===== config.mk =====
export PLATFORM = sky130hd
export DESIGN_NAME = sms_deliver_pdu_to_text
export DESIGN_NICKNAME = d
export VERILOG_FILES = /design/src/sdp_pkg.sv /design/src/sdp_front.sv /design/src/sdp_queue.sv /design/src/sdp_back.sv /design/src/sms_deliver_pdu_to_text.sv
export VERILOG_INCLUDE_DIRS = /design/src /design/src/src
export SDC_FILE = /design/constraint.sdc
export NUM_CORES = 1
export LEC_CHECK = 0
export ABC_AREA = 1
export BUFFER_PORTS_ARGS = -buffer_cell sky130_fd_sc_hd__buf_2
export CAP_MARGIN = 20
export CORE_ASPECT_RATIO = 1.25
export CORE_MARGIN = 8
export CORE_UTILIZATION = 38
export CTS_CLUSTER_DIAMETER = 120
export CTS_CLUSTER_SIZE = 24
export DETAILED_ROUTE_END_ITERATION = 6
export HOLD_SLACK_MARGIN = 0.02
export PLACE_DENSITY = 0.59
export SYNTH_ARGS = -nofsm -noshare
export SYNTH_HDL_FRONTEND = slang
export SYNTH_SLANG_ARGS = --single-unit

===== constraint.sdc =====
create_clock -name aclk -period 38.8 [get_ports aclk]
set_clock_uncertainty 0.2 [all_clocks]
set_input_delay 7.76 -clock aclk [delete_from_list [all_inputs] [get_ports aclk]]
set_output_delay 7.76 -clock aclk [all_outputs]
set_load 0.01 [all_outputs]

===== src/assert_macros.svh =====
// assertion macros used by the rtl
`ifndef ASSERT_MACROS_SVH
`define ASSERT_MACROS_SVH

// checked only outside reset
`define SDP_ASSERT(name, prop, msg) \
    name: assert property (@(posedge aclk) disable iff (!aresetn) prop) else $error(msg);

// checked also during reset
`define SDP_ASSERT_RST(name, prop, msg) \
    name: assert property (@(posedge aclk) prop) else $error(msg);

`endif


===== src/sdp_pkg.sv =====
// types, constants and helper functions of the pdu to text decoder
package sdp_pkg;

    localparam int MaxChars = 10;

    localparam logic [7:0] PfxByte    = 8'h11;
    localparam logic [7:0] TypeIntl   = 8'h91;
    localparam logic [7:0] TypeAlpha  = 8'hD0;
    localparam logic [7:0] ChAt       = 8'h40;
    localparam logic [7:0] ChDollar   = 8'h24;
    localparam logic [7:0] ChQuest    = 8'h3F;
    localparam logic [7:0] ChSpace    = 8'h20;
    localparam logic [7:0] ChPlus     = 8'h2B;
    localparam logic [7:0] ChDash     = 8'h2D;
    localparam logic [7:0] ChColon    = 8'h3A;
    localparam logic [7:0] ChSlash    = 8'h2F;
    localparam logic [7:0] ChZero     = 8'h30;
    localparam logic [7:0] ChCr       = 8'h0D;
    localparam logic [7:0] ChLf       = 8'h0A;
    localparam logic [15:0] CyrLo     = 16'h0410;
    localparam logic [15:0] CyrHi     = 16'h0450;
    localparam logic [15:0] CyrOffset = 16'h0350;
    localparam logic [7:0] IeConcat8  = 8'h00;
    localparam logic [7:0] IeConcat16 = 8'h08;
    localparam logic [7:0] IeNone     = 8'hFF;

    localparam logic [1:0] AlphGsm   = 2'd0;
    localparam logic [1:0] AlphOctet = 2'd1;
    localparam logic [1:0] AlphUcs2  = 2'd2;
    localparam logic [1:0] AlphRsvd  = 2'd3;

    // reciprocal of seven, exact for every 12-bit operand
    localparam logic [11:0] RecipSeven = 12'd2341;

    typedef struct packed {
        logic [MaxChars-1:0][7:0] chars;
        logic [3:0]               cnt;
        logic                     fin;
        logic                     rej;
    } cmd_t;

    typedef struct packed {
        logic [1:0] k;
        logic [6:0] s0;
        logic [6:0] s1;
        logic [7:0] buf_bits;
        logic [3:0] nbits;
        logic [7:0] left;
    } unp_t;

    function automatic cmd_t push(input cmd_t c, input logic [7:0] ch);
        cmd_t r;
        r = c;
        r.chars[c.cnt] = ch;
        r.cnt = c.cnt + 4'd1;
        return r;
    endfunction

    function automatic cmd_t push_dec(input cmd_t c, input logic [7:0] v);
        cmd_t r;
        logic [7:0] hund;
        logic [7:0] rem;
        logic [15:0] prod;
        logic [7:0] tens;
        logic [7:0] ones;
        r = c;
        if (v >= 8'd200) begin
            hund = 8'd2;
            rem = v - 8'd200;
        end else if (v >= 8'd100) begin
            hund = 8'd1;
            rem = v - 8'd100;
        end else begin
            hund = 8'd0;
            rem = v;
        end
        prod = 16'(rem) * 16'd205;
        tens = {3'b0, prod[15:11]};
        ones = rem - 8'(tens * 8'd10);
        if (v >= 8'd100) r = push(r, ChZero + hund);
        if (v >= 8'd10) r = push(r, ChZero + tens);
        r = push(r, ChZero + ones);
        return r;
    endfunction

    function automatic logic [7:0] div7(input logic [11:0] x);
        logic [23:0] p;
        p = 24'(x) * 24'(RecipSeven);
        return (p[23:14] > 10'd255) ? 8'd255 : p[21:14];
    endfunction

    function automatic logic [7:0] gsm_fix(input logic [6:0] s);
        if (s == 7'd0) return ChAt;
        if (s == 7'd2) return ChDollar;
        return {1'b0, s};
    endfunction

    function automatic logic [7:0] body_fix(input logic [15:0] v);
        if (v == 16'd0) return ChQuest;
        if (v == 16'(ChLf) || v == 16'(ChCr)) return ChSpace;
        return v[7:0];
    endfunction

    function automatic unp_t unpack(input logic [7:0] bbuf, input logic [3:0] nb,
                                    input logic [7:0] b, input logic [7:0] left);
        unp_t r;
        logic [2:0] sh;
        logic [15:0] acc;
        logic [3:0] n;
        sh = nb[2:0];
        acc = {8'b0, bbuf} | ({8'b0, b} << sh);
        n = {1'b0, sh} + 4'd8;
        r.k = 2'd0;
        r.s0 = 7'd0;
        r.s1 = 7'd0;
        r.left = left;
        if (n >= 4'd7 && r.left != 8'd0) begin
            r.s0 = acc[6:0];
            acc = acc >> 7;
            n = n - 4'd7;
            r.left = r.left - 8'd1;
            r.k = 2'd1;
            if (n >= 4'd7 && r.left != 8'd0) begin
                r.s1 = acc[6:0];
                acc = acc >> 7;
                n = n - 4'd7;
                r.left = r.left - 8'd1;
                r.k = 2'd2;
            end
        end
        if (r.left == 8'd0) begin
            r.buf_bits = 8'd0;
            r.nbits = 4'd0;
        end else begin
            r.buf_bits = acc[7:0];
            r.nbits = n;
        end
        return r;
    endfunction

endpackage


===== src/sdp_front.sv =====
// pdu parser: one octet a beat while the queue has room; turns each octet into a text batch, queued only when not empty
module sdp_front import sdp_pkg::*; (
    input  logic       aclk,
    input  logic       aresetn,
    input  logic       in_valid,
    input  logic [7:0] in_byte,
    input  logic       in_start,
    input  logic       q_full,
    output logic       in_ready,
    output logic       q_push,
    output cmd_t       q_cmd
);

    localparam logic [4:0] PH_IDLE   = 5'd0;
    localparam logic [4:0] PH_PFX1   = 5'd1;
    localparam logic [4:0] PH_PFX2   = 5'd2;
    localparam logic [4:0] PH_SKIP   = 5'd3;
    localparam logic [4:0] PH_SCLEN  = 5'd4;
    localparam logic [4:0] PH_SCA    = 5'd5;
    localparam logic [4:0] PH_FO     = 5'd6;
    localparam logic [4:0] PH_ALEN   = 5'd7;
    localparam logic [4:0] PH_ATYPE  = 5'd8;
    localparam logic [4:0] PH_ADIG   = 5'd9;
    localparam logic [4:0] PH_AALPHA = 5'd10;
    localparam logic [4:0] PH_PID    = 5'd11;
    localparam logic [4:0] PH_DCS    = 5'd12;
    localparam logic [4:0] PH_TS     = 5'd13;
    localparam logic [4:0] PH_TZ     = 5'd14;
    localparam logic [4:0] PH_UDL    = 5'd15;
    localparam logic [4:0] PH_UD     = 5'd16;
    localparam logic [4:0] PH_DONE   = 5'd17;

    logic [4:0] phase_reg, phase_next;
    logic [7:0] fc_reg, fc_next;
    logic [7:0] ad_reg, ad_next;
    logic [7:0] bb_reg, bb_next;
    logic [3:0] bl_reg, bl_next;
    logic [1:0] alph_reg, alph_next;
    logic       hp_reg, hp_next;
    logic [7:0] hs_reg, hs_next;
    logic [7:0] cr_reg, cr_next;
    logic [7:0] ie_reg, ie_next;
    logic [7:0] pt_reg, pt_next;
    logic [7:0] uh_reg, uh_next;

    logic accept;
    cmd_t cmd;

    assign in_ready = !q_full;
    assign accept   = in_valid && in_ready;
    assign q_push   = accept && (cmd.cnt != 4'd0);
    assign q_cmd    = cmd;

    always_comb begin
        logic [7:0] b;
        logic [7:0] idx;
        logic [7:0] sep;
        logic [7:0] n8;
        logic [15:0] v;
        logic [3:0] nb;
        logic hdr;
        logic seven;
        logic fin_now;
        logic [MaxChars-1:0][7:0] body;
        unp_t u;

        b = in_byte;
        idx = 8'd0;
        sep = 8'd0;
        n8 = 8'd0;
        v = 16'd0;
        nb = 4'd0;
        fin_now = 1'b0;
        body = '0;
        u = '0;
        cmd = '0;
        if (in_start) begin
            phase_next = PH_PFX1;
            fc_next = 8'd0; ad_next = 8'd0; bb_next = 8'd0; bl_next = 4'd0;
            alph_next = 2'd0; hp_next = 1'b0; hs_next = 8'd0; cr_next = 8'd0;
            ie_next = 8'd0; pt_next = 8'd0; uh_next = 8'd0;
        end else begin
            phase_next = phase_reg;
            fc_next = fc_reg; ad_next = ad_reg; bb_next = bb_reg; bl_next = bl_reg;
            alph_next = alph_reg; hp_next = hp_reg; hs_next = hs_reg; cr_next = cr_reg;
            ie_next = ie_reg; pt_next = pt_reg; uh_next = uh_reg;
        end
        hdr = hp_next;
        seven = (alph_next == AlphGsm) || (alph_next == AlphRsvd);

        unique case (phase_next)
            PH_PFX1: begin
                if (b != PfxByte) begin
                    cmd = push(cmd, 8'd0);
                    cmd.rej = 1'b1;
                    phase_next = PH_DONE;
                end else begin
                    phase_next = PH_PFX2;
                end
            end
            PH_PFX2: begin
                if (b != PfxByte) begin
                    cmd = push(cmd, 8'd0);
                    cmd.rej = 1'b1;
                    phase_next = PH_DONE;
                end else begin
                    phase_next = PH_SKIP;
                end
            end
            PH_SKIP: phase_next = PH_SCLEN;
            PH_SCLEN: begin
                fc_next = b;
                phase_next = (b == 8'd0) ? PH_FO : PH_SCA;
            end
            PH_SCA: begin
                fc_next = fc_next - 8'd1;
                if (fc_next == 8'd0) phase_next = PH_FO;
            end
            PH_FO: begin
                if (b[1:0] != 2'b00) begin
                    cmd = push(cmd, 8'd0);
                    cmd.rej = 1'b1;
                    phase_next = PH_DONE;
                end else begin
                    hp_next = b[6];
                    phase_next = PH_ALEN;
                end
            end
            PH_ALEN: begin
                ad_next = b;
                phase_next = PH_ATYPE;
            end
            PH_ATYPE: begin
                if (b == TypeIntl) cmd = push(cmd, ChPlus);
                if (ad_next == 8'd0) begin
                    cmd = push(cmd, ChSpace);
                    phase_next = PH_PID;
                end else if (b == TypeAlpha) begin
                    fc_next = 8'(({1'b0, ad_next} + 9'd1) >> 1);
                    ad_next = div7({2'b0, ad_next, 2'b0});
                    bb_next = 8'd0;
                    bl_next = 4'd0;
                    phase_next = PH_AALPHA;
                end else begin
                    phase_next = PH_ADIG;
                end
            end
            PH_ADIG: begin
                if (ad_next != 8'd0) begin
                    cmd = push(cmd, {4'b0, b[3:0]} + ChZero);
                    ad_next = ad_next - 8'd1;
                end
                if (ad_next != 8'd0) begin
                    cmd = push(cmd, {4'b0, b[7:4]} + ChZero);
                    ad_next = ad_next - 8'd1;
                end
                if (ad_next == 8'd0) begin
                    cmd = push(cmd, ChSpace);
                    phase_next = PH_PID;
                end
            end
            PH_AALPHA: begin
                u = unpack(bb_next, bl_next, b, ad_next);
                ad_next = u.left;
                bb_next = u.buf_bits;
                bl_next = u.nbits;
                if (u.k != 2'd0) cmd = push(cmd, gsm_fix(u.s0));
                if (u.k == 2'd2) cmd = push(cmd, gsm_fix(u.s1));
                fc_next = fc_next - 8'd1;
                if (fc_next == 8'd0) begin
                    bb_next = 8'd0;
                    bl_next = 4'd0;
                    cmd = push(cmd, ChSpace);
                    phase_next = PH_PID;
                end
            end
            PH_PID: phase_next = PH_DCS;
            PH_DCS: begin
                alph_next = b[3:2];
                fc_next = 8'd6;
                phase_next = PH_TS;
            end
            PH_TS: begin
                if (fc_next == 8'd6 || fc_next == 8'd5) sep = ChDash;
                else if (fc_next == 8'd3 || fc_next == 8'd2) sep = ChColon;
                else sep = ChSpace;
                cmd = push(cmd, {4'b0, b[3:0]} + ChZero);
                cmd = push(cmd, {4'b0, b[7:4]} + ChZero);
                cmd = push(cmd, sep);
                fc_next = fc_next - 8'd1;
                if (fc_next == 8'd0) phase_next = PH_TZ;
            end
            PH_TZ: phase_next = PH_UDL;
            PH_UDL: begin
                hs_next = 8'd0;
                fc_next = 8'd0;
                bb_next = 8'd0;
                bl_next = 4'd0;
                ie_next = IeNone;
                pt_next = 8'd0;
                if (b == 8'd0) begin
                    fin_now = 1'b1;
                end else begin
                    cr_next = b;
                    phase_next = PH_UD;
                    if (!hdr && alph_next == AlphUcs2) begin
                        cr_next = {1'b0, b[7:1]};
                        if (cr_next == 8'd0) fin_now = 1'b1;
                    end
                end
            end
            PH_UD: begin
                idx = fc_next;
                if (fc_next != 8'd255) fc_next = fc_next + 8'd1;
                if (hdr && idx == 8'd0) begin
                    if (seven) begin
                        hs_next = div7(12'(({4'b0, b} + 12'd1) << 3) + 12'd6);
                    end else begin
                        n8 = (cr_next > b) ? (cr_next - b - 8'd1) : 8'd0;
                        hs_next = (b < cr_next) ? b : (cr_next - 8'd1);
                        if (alph_next == AlphUcs2) n8 = n8 >> 1;
                        cr_next = n8;
                    end
                end
                if (hdr && idx == 8'd1) ie_next = b;
                if (hdr && ((ie_next == IeConcat8 && idx == 8'd4) ||
                            (ie_next == IeConcat16 && idx == 8'd5)))
                    pt_next = b;
                if (seven) begin
                    u = unpack(bb_next, bl_next, b, cr_next);
                    cr_next = u.left;
                    bb_next = u.buf_bits;
                    bl_next = u.nbits;
                    if (u.k != 2'd0) begin
                        if (hs_next != 8'd0) begin
                            hs_next = hs_next - 8'd1;
                        end else begin
                            body[nb] = body_fix({8'b0, gsm_fix(u.s0)});
                            nb = nb + 4'd1;
                        end
                    end
                    if (u.k == 2'd2) begin
                        if (hs_next != 8'd0) begin
                            hs_next = hs_next - 8'd1;
                        end else begin
                            body[nb] = body_fix({8'b0, gsm_fix(u.s1)});
                            nb = nb + 4'd1;
                        end
                    end
                    fin_now = (cr_next == 8'd0);
                end else begin
                    if (!(hdr && idx == 8'd0)) begin
                        if (hs_next != 8'd0) begin
                            hs_next = hs_next - 8'd1;
                        end else if (cr_next != 8'd0) begin
                            if (alph_next == AlphOctet) begin
                                body[nb] = body_fix({8'b0, b});
                                nb = nb + 4'd1;
                                cr_next = cr_next - 8'd1;
                            end else if (bl_next == 4'd0) begin
                                uh_next = b;
                                bl_next = 4'd1;
                            end else begin
                                v = {uh_next, b};
                                bl_next = 4'd0;
                                if (v >= CyrLo && v < CyrHi) v = v - CyrOffset;
                                body[nb] = body_fix(v);
                                nb = nb + 4'd1;
                                cr_next = cr_next - 8'd1;
                            end
                        end
                    end
                    fin_now = (hs_next == 8'd0) && (cr_next == 8'd0);
                end
                if (hdr && nb == 4'd0 &&
                    ((ie_next == IeConcat8 && idx == 8'd5) ||
                     (ie_next == IeConcat16 && idx == 8'd6))) begin
                    cmd = push_dec(cmd, b);
                    cmd = push(cmd, ChSlash);
                    cmd = push_dec(cmd, pt_next);
                    cmd = push(cmd, ChSpace);
                end
                if (nb != 4'd0) cmd = push(cmd, body[0]);
                if (nb == 4'd2) cmd = push(cmd, body[1]);
                if (nb != 4'd0) ie_next = IeNone;
            end
            default: ;
        endcase

        if (fin_now) begin
            cmd = push(cmd, ChCr);
            cmd = push(cmd, ChLf);
            cmd.fin = 1'b1;
            phase_next = PH_DONE;
        end
    end

    always_ff @(posedge aclk) begin
        if (!aresetn) begin
            phase_reg <= PH_IDLE;
            fc_reg <= 8'd0; ad_reg <= 8'd0; bb_reg <= 8'd0; bl_reg <= 4'd0;
            alph_reg <= 2'd0; hp_reg <= 1'b0; hs_reg <= 8'd0; cr_reg <= 8'd0;
            ie_reg <= 8'd0; pt_reg <= 8'd0; uh_reg <= 8'd0;
        end else if (accept) begin
            phase_reg <= phase_next;
            fc_reg <= fc_next; ad_reg <= ad_next; bb_reg <= bb_next; bl_reg <= bl_next;
            alph_reg <= alph_next; hp_reg <= hp_next; hs_reg <= hs_next; cr_reg <= cr_next;
            ie_reg <= ie_next; pt_reg <= pt_next; uh_reg <= uh_next;
        end
    end

endmodule


===== src/sdp_queue.sv =====
// two-entry queue of text batches between parser and serialiser
module sdp_queue import sdp_pkg::*; (
    input  logic aclk,
    input  logic aresetn,
    input  logic push_en,
    input  cmd_t push_cmd,
    input  logic pop_en,
    output logic full,
    output logic head_valid,
    output cmd_t head_cmd
);

    cmd_t       mem [2];
    logic       wr_ptr_reg, wr_ptr_next;
    logic       rd_ptr_reg, rd_ptr_next;
    logic [1:0] count_reg, count_next;
    logic       do_push, do_pop;

    assign full       = (count_reg == 2'd2);
    assign head_valid = (count_reg != 2'd0);
    assign head_cmd   = mem[rd_ptr_reg];
    assign do_push    = push_en && !full;
    assign do_pop     = pop_en && head_valid;

    always_comb begin
        wr_ptr_next = do_push ? !wr_ptr_reg : wr_ptr_reg;
        rd_ptr_next = do_pop ? !rd_ptr_reg : rd_ptr_reg;
        count_next  = count_reg + 2'(do_push) - 2'(do_pop);
    end

    always_ff @(posedge aclk) begin
        if (do_push) mem[wr_ptr_reg] <= push_cmd;
    end

    always_ff @(posedge aclk) begin
        if (!aresetn) begin
            wr_ptr_reg <= 1'b0;
            rd_ptr_reg <= 1'b0;
            count_reg  <= 2'd0;
        end else begin
            wr_ptr_reg <= wr_ptr_next;
            rd_ptr_reg <= rd_ptr_next;
            count_reg  <= count_next;
        end
    end

endmodule


===== src/sdp_back.sv =====
// serialiser: sends one text byte a beat, while the receiver is ready, from the batch it has popped off the queue head
module sdp_back import sdp_pkg::*; (
    input  logic       aclk,
    input  logic       aresetn,
    input  logic       head_valid,
    input  cmd_t       head_cmd,
    output logic       pop,
    output logic       m_tvalid,
    input  logic       m_tready,
    output logic [7:0] m_tdata,
    output logic       m_tlast,
    output logic       m_tuser
);

`include "assert_macros.svh"

    cmd_t       cur_reg;
    logic       busy_reg, busy_next;
    logic [3:0] idx_reg, idx_next;
    logic       at_end, done_beat;

    assign at_end    = (idx_reg == cur_reg.cnt - 4'd1);
    assign done_beat = busy_reg && m_tready && at_end;
    assign pop       = head_valid && (!busy_reg || done_beat);

    assign m_tvalid = busy_reg;
    assign m_tdata  = cur_reg.chars[idx_reg];
    assign m_tlast  = at_end && (cur_reg.fin || cur_reg.rej);
    assign m_tuser  = at_end && cur_reg.rej;

    always_comb begin
        busy_next = busy_reg;
        idx_next  = idx_reg;
        if (pop) begin
            busy_next = 1'b1;
            idx_next  = 4'd0;
        end else if (done_beat) begin
            busy_next = 1'b0;
        end else if (busy_reg && m_tready) begin
            idx_next = idx_reg + 4'd1;
        end
    end

    always_ff @(posedge aclk) begin
        if (pop) cur_reg <= head_cmd;
    end

    always_ff @(posedge aclk) begin
        if (!aresetn) begin
            busy_reg <= 1'b0;
            idx_reg  <= 4'd0;
        end else begin
            busy_reg <= busy_next;
            idx_reg  <= idx_next;
        end
    end

    `SDP_ASSERT(a_rej_is_last, m_tvalid && m_tuser |-> m_tlast && m_tdata == 8'd0, "reject beat malformed")
    `SDP_ASSERT(a_idx_in_batch, busy_reg |-> idx_reg < cur_reg.cnt, "index beyond batch")
    `SDP_ASSERT_RST(a_reset_idle, !aresetn |=> !m_tvalid, "valid after reset")

endmodule


===== src/sms_deliver_pdu_to_text.sv =====
// sms-deliver pdu to text decoder, top level
// an octet's batch is registered in the queue, then in the serialiser, before its first text beat (output idle, ready)
// throughput: one octet a cycle while the queue has room; the serialiser sends one text
// byte a cycle while the receiver is ready; an octet produces up to 10 text bytes
// a two-batch queue lets the parser run ahead of the serialiser, input stalls when it is full
// reset: synchronous, active low; parser returns to idle, queue and output empty
module sms_deliver_pdu_to_text import sdp_pkg::*; (
    input  logic       aclk,
    input  logic       aresetn,
    input  logic       s_tvalid,
    output logic       s_tready,
    input  logic [7:0] s_tdata,   // pdu_byte
    input  logic       s_tuser,   // pdu_start
    output logic       m_tvalid,
    input  logic       m_tready,
    output logic [7:0] m_tdata,   // text_char
    output logic       m_tlast,
    output logic       m_tuser    // rejected
);

    logic q_full, q_push, q_pop, q_valid;
    cmd_t q_in, q_head;

    sdp_front u_front (
        .aclk     (aclk),
        .aresetn  (aresetn),
        .in_valid (s_tvalid),
        .in_byte  (s_tdata),
        .in_start (s_tuser),
        .q_full   (q_full),
        .in_ready (s_tready),
        .q_push   (q_push),
        .q_cmd    (q_in)
    );

    sdp_queue u_queue (
        .aclk       (aclk),
        .aresetn    (aresetn),
        .push_en    (q_push),
        .push_cmd   (q_in),
        .pop_en     (q_pop),
        .full       (q_full),
        .head_valid (q_valid),
        .head_cmd   (q_head)
    );

    sdp_back u_back (
        .aclk       (aclk),
        .aresetn    (aresetn),
        .head_valid (q_valid),
        .head_cmd   (q_head),
        .pop        (q_pop),
        .m_tvalid   (m_tvalid),
        .m_tready   (m_tready),
        .m_tdata    (m_tdata),
        .m_tlast    (m_tlast),
        .m_tuser    (m_tuser)
    );

endmodule


==> flow_summary.json, run 1 <==
{
  "status": "complete, but fails checks",
  "violations": "DRC",
  "routed_wl_um": 110000,
  "hp-class": "register to register",
  "ys_seq_elements": 343,
  "path_class": "input port to register",
  "synth_edf_count": 258,
  "overflow": 0,
  "multi_input_area_um2": 20200,
  "coreArea_um2": 85700,
  "slowest_stage": "nor3_1",
  "final_common_cell": "nand2_1",
  "cts_resized": 0,
  "nFillCells": 9034,
  "fin_cells": 5718,
  "wl_per_cell_um": 19.3,
  "fin_tns_setup_ns": 0,
  "port_buffers": 24,
  "clock_latency_ns": 0.60,
  "hold_viol_final": 0,
  "num_rows": 120,
  "rrSetupSlack_ns": 27.16,
  "met3_usage_pct": 2.11,
  "dp.cells": 5680,
  "die_width_um": 279,
  "hold_buffers": 0,
  "cp_max_fo": 44,
  "synth_cells": 4598,
  "grt_pass1_wl_um": 171000,
  "nets": 4924,
  "syn-num-nets": 4978,
  "place_ws_ns": 17.87,
  "antenna_found_initial": 1,
  "grt_use_met2_pct": 39.1,
  "drc": 1,
  "numCtsBuffers": 20,
  "first_pass_iters": 7,
  "synth.distinct_cells": 79,
  "crit_arrival_ns": 19.63,
  "yosys_warnings": 0,
  "rsz0062_at_grt": "no",
  "crit_buf_inv": 10,
  "die_h_um": 345,
  "synthArstFlopShare_pct": 0,
  "clk_path_buf_depth": 3,
  "leakage_nw": 16.2,
  "track_usage_pct": 22.0,
  "htreeDepth": 1,
  "maxCapViolations": 0,
  "ff_latch_area_um2": 9450,
  "cts_post_setup_buffers_inserted": 0,
  "largest_reg_flops": 172,
  "dp_hpwl_um": 84500,
  "max_freq_mhz": 50.9,
  "ir_worst_vdd_v": 0.000109,
  "design_power_total_mw": 2.07,
  "syn_to_final_growth_pct": 5.86,
  "clk_root_buffer_cell": "clkbuf_16",
  "cts_tree": "built",
  "endpoint_kind": "register",
  "timing.final.crit_period_ns": 19.63,
  "drtIter0Drc": 2825,
  "grt_pass1_vias": 30300,
  "route.antenna.remaining_nets": 0,
  "grt_max_degree": 89,
  "synth-main-ff-cell": "edfxtp_1",
  "power_density_nw_per_um2": 59.5,
  "busiest_layer": "met2",
  "fin_crit_sh_pct": 50.6,
  "start_util_pct": 38.4,
  "mostFrequentLayoutCells": "nand2_1, inv_1, nor2_1",
  "setup_ws_ns": 19.17,
  "worstMarginPinSlew_ns": 1.11,
  "avgSynthCellArea_um2": 7.16,
  "finalSetupViolCount": 0,
  "vias": 31400,
  "crit_top_cell": "nand2_1",
  "use_met1_pct": 26.7,
  "avgViaCountPerCell": 5.48,
  "slew_headroom_pct": 26.1,
  "cpPeakStageDelay_ns": 0.68,
  "cts_sinks": 343,
  "crit_family": "simple AND/OR/NAND/NOR gates",
  "slew_viol_final": 0,
  "worstPathRequired_ns": 38.79,
  "critPathLaunchType": "input port",
  "synth_area_um2": 32900,
  "die_area_um2": 96300,
  "cts.clk_slew.worst_paths_ns": 0.12,
  "synth_sequential_area_ratio_pct": 28.7,
  "layout-drive-gt1-share_pct": 6.01,
  "pin_count": 25,
  "gp_congestion": 0.989
}
==> cell type report <==
class / instances / area share [%]
Multi-Input combinational cell: 3409 / 58.0
Timing Repair Buffer: 67 / 1.27
Clock inverter: 6 / 0.262
Sequential cell: 343 / 27.1
Clock buffer: 30 / 1.54
Inverter: 703 / 7.62
Antenna cell: 1 / 0.00718
Tap cell: 1159 / 4.16
==> cells in the mapped netlist (7+ instances only) <==
cell type / n / share of area (%)
a221oi_1: 21 / 0.56
a31oi_1: 35 / 0.67
nand3_1: 217 / 3.3
buf_2: 19 / 0.29
o211ai_1: 75 / 1.7
edfxtp_1: 258 / 24
nor4_1: 13 / 0.25
o2111ai_1: 19 / 0.51
clkbuf_1: 99 / 1.1
o21ai_1: 17 / 0.26
ha_1: 318 / 12
clkinv_1: 13 / 0.15
nand2_1: 1106 / 13
a211oi_1: 14 / 0.32
a2111oi_0: 7 / 0.19
o221ai_1: 31 / 0.82
o21ai_0: 331 / 5.0
nand3_2: 19 / 0.58
nor3_1: 63 / 0.96
o22ai_1: 47 / 0.89
xnor2_1: 21 / 0.56
a22oi_1: 15 / 0.34
buf_1: 16 / 0.18
inv_1: 655 / 7.5
nor2_2: 17 / 0.32
inv_2: 29 / 0.33
dfxtp_1: 85 / 5.2
nand2_4: 11 / 0.38
nand4_1: 46 / 0.87
o31ai_1: 13 / 0.30
nand2_2: 46 / 0.87
fa_1: 49 / 3.0
nor2_1: 420 / 4.8
mux2i_1: 16 / 0.49
xor2_1: 67 / 1.8
a21oi_1: 243 / 3.7
nor2_4: 11 / 0.38
==> final timing paths <==
path                            cells past startpoint              start                  to
worst max-delay path                               61         s_tdata[1]  u_queue.mem[0][59]
worst min-delay path                                2  u_front.ie_reg[2]   u_front.ie_reg[2]
worst min register to register                      2  u_front.ie_reg[2]   u_front.ie_reg[2]
worst max register to register                     49  u_front.fc_reg[0]  u_queue.mem[0][50]
==> kinds of logic after synthesis <==
family | count (synthesis) | synth area share (%)
buf+inv | 846 | 9.94
flops | 343 | 28.7
xor+xnor | 89 | 2.39
fa+ha+maj | 367 | 15.1
compound gates | 934 | 17.1
mux | 16 | 0.487
simple gates | 2003 | 26.3
==> power breakdown <==
| group | internal (mW) | switching [mW] | leakage, nW |
|---|---|---|---|
| Combinational | 0.407 | 0.910 | 12.8 |
| Clock | 0.102 | 0.136 | 0.297 |
| Sequential | 0.498 | 0.0217 | 3.12 |
| Total | 1.01 | 1.07 | 16.2 |
==> stage by stage <==
| stage | cell area, um2 | utilization [%] | hold slack (ns) |
|---|---|---|---|
| after floorplan | 32900 | - | 0.240 |
| after global placement | 34200 | 39.9 | 0.252 |
| after detailed placement | 34200 | 39.9 | 0.257 |
| after CTS | 34800 | 40.6 | 0.275 |
| after global routing | 34800 | 40.6 | 0.296 |
| final | 34800 | 40.6 | 0.273 |
==> metal layers <==
| layer | vias up | share of wire [%] | routed length, um |
|---|---|---|---|
| met4 | 0 | 5.1 | 5680 |
| met5 | - | 0 | 0 |
| li1 | 15300 | - | - |
| met1 | 14600 | 41 | 45100 |
| met3 | 289 | 5.7 | 6260 |
| met2 | 1133 | 48 | 53200 |
==> worst min-delay path, cell delays in order (launching register included) <==
cell	delay [ns]
dfxtp_1	0.33
nand2_1	0.06
a21oi_1	0.05
Power figures use the tool's default switching activity.
==> run 2: changes to the inputs <==
--- a/config.mk
+++ b/config.mk
@@ -6,7 +6,7 @@
 export SDC_FILE = /design/constraint.sdc
 export NUM_CORES = 1
 export LEC_CHECK = 0
-export ABC_AREA = 1
+export ABC_AREA = 0
 export BUFFER_PORTS_ARGS = -buffer_cell sky130_fd_sc_hd__buf_2
 export CAP_MARGIN = 20
 export CORE_ASPECT_RATIO = 1.25
==> constraint.sdc (replaced) <==
create_clock -name aclk -period 19.4 [get_ports aclk]
set_clock_uncertainty 0.2 [all_clocks]
set_input_delay 3.88 -clock aclk [delete_from_list [all_inputs] [get_ports aclk]]
set_output_delay 3.88 -clock aclk [all_outputs]
set_load 0.01 [all_outputs]
==> run 2 against run 1 <==
Effect of this change: the run now ends clean; cell count is 16% lower; cell area is 0.35% lower; worst hold slack better by 0.033 ns; core utilization is 0.072 points lower; critical path depth is 13 lower; critical path type unchanged; largest power group unchanged.
==> flow_summary.json, run 2 <==
{
  "route.antenna.remaining_nets": 0,
  "synth_cells": 3793,
  "whs_path_depth": 2,
  "die_width_um": 279,
  "drtIter0Drc": 2883,
  "sw_frac_of_total_pct": 45.4,
  "path_class": "input port to register",
  "power_switching_mw": 1.53,
  "wl_per_cell_um": 23.9,
  "max_freq_mhz": 57.4,
  "nets": 4073,
  "final_common_cell": "nand2_1",
  "seqPwrFrac_pct": 29.6,
  "rr_worst_depth": 45,
  "synthArstFlopShare_pct": 0,
  "ys_seq_elements": 343,
  "grt_max_degree": 87,
  "track_usage_pct": 23.0,
  "dp_hpwl_um": 87200,
  "worstPathRequired_ns": 19.45,
  "hp-class": "register to register",
  "gp_congestion": 1.01,
  "rsz0062_at_grt": "no",
  "placed_area_um2": 34100,
  "fin_tns_setup_ns": 0,
  "layout-drive-gt1-share_pct": 9.39,
  "rrSetupSlack_ns": 6.31,
  "synth_area_leader_cell": "edfxtp_1",
  "fin_crit_sh_pct": 89.8,
  "slew_headroom_pct": 18.2,
  "reg2reg_to": "u_queue.mem[0][53]",
  "p_int_mw": 1.84,
  "grt_use_met2_pct": 39.1,
  "grt_pass1_wl_um": 175000,
  "avgSynthCellArea_um2": 8.66,
  "synth_area_um2": 32800,
  "slew_viol_final": 0,
  "coreArea_um2": 85600,
  "ir_worst_vdd_v": 0.000194,
  "comb_power_share_pct": 56.6,
  "cts_post_setup_buffers_inserted": 0,
  "pin_count": 25,
  "clock_latency_ns": 0.57,
  "first_pass_iters": 7,
  "cts.clk_slew.worst_paths_ns": 0.10,
  "leakage_nw": 13.6,
  "drc": 0,
  "hold_viol_final": 0,
  "yosysMostFrequentCell": "nand2_1",
  "nFillCells": 8687,
  "die_area_um2": 96100,
  "htreeDepth": 1,
  "slowest_stage": "a21oi_4",
  "yosys_warnings": 0,
  "crit_path_start": "s_tdata[2]",
  "endpoint_kind": "register",
  "cts_resized": 0,
  "use_met1_pct": 28.1,
  "synth_common_cells": "nand2_1, nor2_1, ha_1",
  "status": "finished clean",
  "fin_util_pct": 40.6,
  "vias": 29800,
  "routed_wl_um": 115000,
  "r2r_start": "u_front.fc_reg[0]",
  "cpPeakStageDelay_ns": 0.71,
  "num_rows": 120,
  "finalSetupViolCount": 0,
  "clk_path_buf_depth": 3,
  "met3_usage_pct": 2.85,
  "synth-main-ff-cell": "edfxtp_1",
  "worstMarginPinSlew_ns": 1.23,
  "die_h_um": 345,
  "place_ws_ns": 1.66,
  "syn_to_final_growth_pct": 5.74,
  "mostFrequentLayoutCells": "nand2_1, nor2_1, ha_1",
  "synth_sequential_area_ratio_pct": 28.8,
  "antenna_found_initial": 3,
  "cp-endpoint": "u_queue.mem[0][67]",
  "crit_top_cell": "ha_1",
  "maxCapViolations": 0,
  "finish.instance_area_um2": 34700,
  "yosysTopAreaCellShare_pct": 23.6,
  "timing.final.crit_period_ns": 17.42,
  "cts_sinks": 343,
  "largest_reg_flops": 172,
  "critPathLaunchType": "input port",
  "numCtsBuffers": 19,
  "clk_root_buffer_cell": "clkbuf_16",
  "holdWs_ns": 0.306,
  "grt_pass1_vias": 29000,
  "start_util_pct": 38.4,
  "clkPwrFrac_pct": 13.8,
  "synth.distinct_cells": 118,
  "hold_buffers": 0,
  "overflow": 0,
  "synth_edf_count": 258,
  "crit_arrival_ns": 17.47,
  "syn-num-nets": 4173,
  "setup_ws_ns": 1.98,
  "cts_tree": "built",
  "avgViaCountPerCell": 6.19,
  "ff_latch_area_um2": 9450,
  "power_density_nw_per_um2": 97.0,
  "synth.area.top_cells": "edfxtp_1, ha_1, dfxtp_1, a21oi_1, nand2_1",
  "cp_max_fo": 33,
  "multi_input_area_um2": 21600,
  "busiest_layer": "met2",
  "port_buffers": 24
}
run 2: cell count changes after synthesis, moves of 48 or more:
| cell | change |
|---|---|
| clkbuf_1 | +77 |
| xnor2_1 | +71 |
| nor2_1 | -91 |
| mux2_2 | +96 |
| a22oi_1 | +48 |
| o21ai_0 | -136 |
| nand2_1 | -761 |
| nand3_1 | -99 |
| inv_1 | -413 |
run 2: per-stage QoR:
step,power (mW),instances
after floorplan,2.32,3793
after global placement,2.90,4765
after detailed placement,2.90,4767
after CTS,3.37,4801
after global routing,3.59,4804
final,3.37,4805
run 2: metal layers:
layer | vias up | share of wire, %
met4 | 4 | 6.5
met2 | 1305 | 47
met3 | 403 | 6.8
li1 | 13800 | -
met5 | - | 0.017
met1 | 14200 | 40
run 2: cell families (layout without fill, tap and decap cells):
group	Yosys count	count (layout)	synth area share [%]
AOI/OAI and AO/OA	1094	1094	22.5
adders and majority gates	367	367	15.1
xor gates and xnor gates	139	139	3.97
and+or+nand+nor	1214	1214	18.0
DFF	343	343	28.8
buffers and inverters	473	386	5.63
muxes	163	163	5.98
other	0	1	0
run 2: worst min-delay path by stage:
| stage | startpoint | end | slack, ns |
|---|---|---|---|
| final | u_front.pt_reg[6] | u_front.pt_reg[6] | 0.31 |
| after global placement | u_front.alph_reg[0] | u_front.alph_reg[0] | 0.27 |
| after detailed placement | u_front.alph_reg[0] | u_front.alph_reg[0] | 0.28 |
| after floorplan | u_front.alph_reg[0] | u_front.alph_reg[0] | 0.25 |
| after CTS | u_front.pt_reg[6] | u_front.pt_reg[6] | 0.30 |
| after global routing | u_front.alph_reg[1] | u_front.alph_reg[1] | 0.34 |
run 2: worst max-delay path: cells and delay by family:
| family | cells | cell delay [ns] |
|---|---|---|
| buffers and inverters | 8 | 1.67 |
| xor gates and xnor gates | 2 | 0.71 |
| adders and majority gates | 11 | 3.77 |
| AOI/OAI and AO/OA | 13 | 3.37 |
| and+or+nand+nor | 14 | 3.98 |
run 2: area by class of cell:
cell class / count / share of cell area, %
multi-input cells: 2977 / 62.2
diodes: 1 / 0.00721
repair buffers: 102 / 2.14
inverters: 250 / 2.70
flip-flops and latches: 343 / 27.2
clock inverters: 5 / 0.227
clock buffers: 29 / 1.51
well taps: 1098 / 3.96
run 2: power groups by stage:
| stage | logic, mW | clock network [mW] | registers [mW] |
|---|---|---|---|
| CTS | 1.90 | 0.474 | 0.998 |
| global placement | 1.89 | 0 | 1.01 |
| finish | 1.91 | 0.464 | 0.997 |
| floorplan | 1.33 | 0 | 0.993 |
| detailed placement | 1.88 | 0 | 1.02 |
| global route | 2.09 | 0.492 | 1.01 |
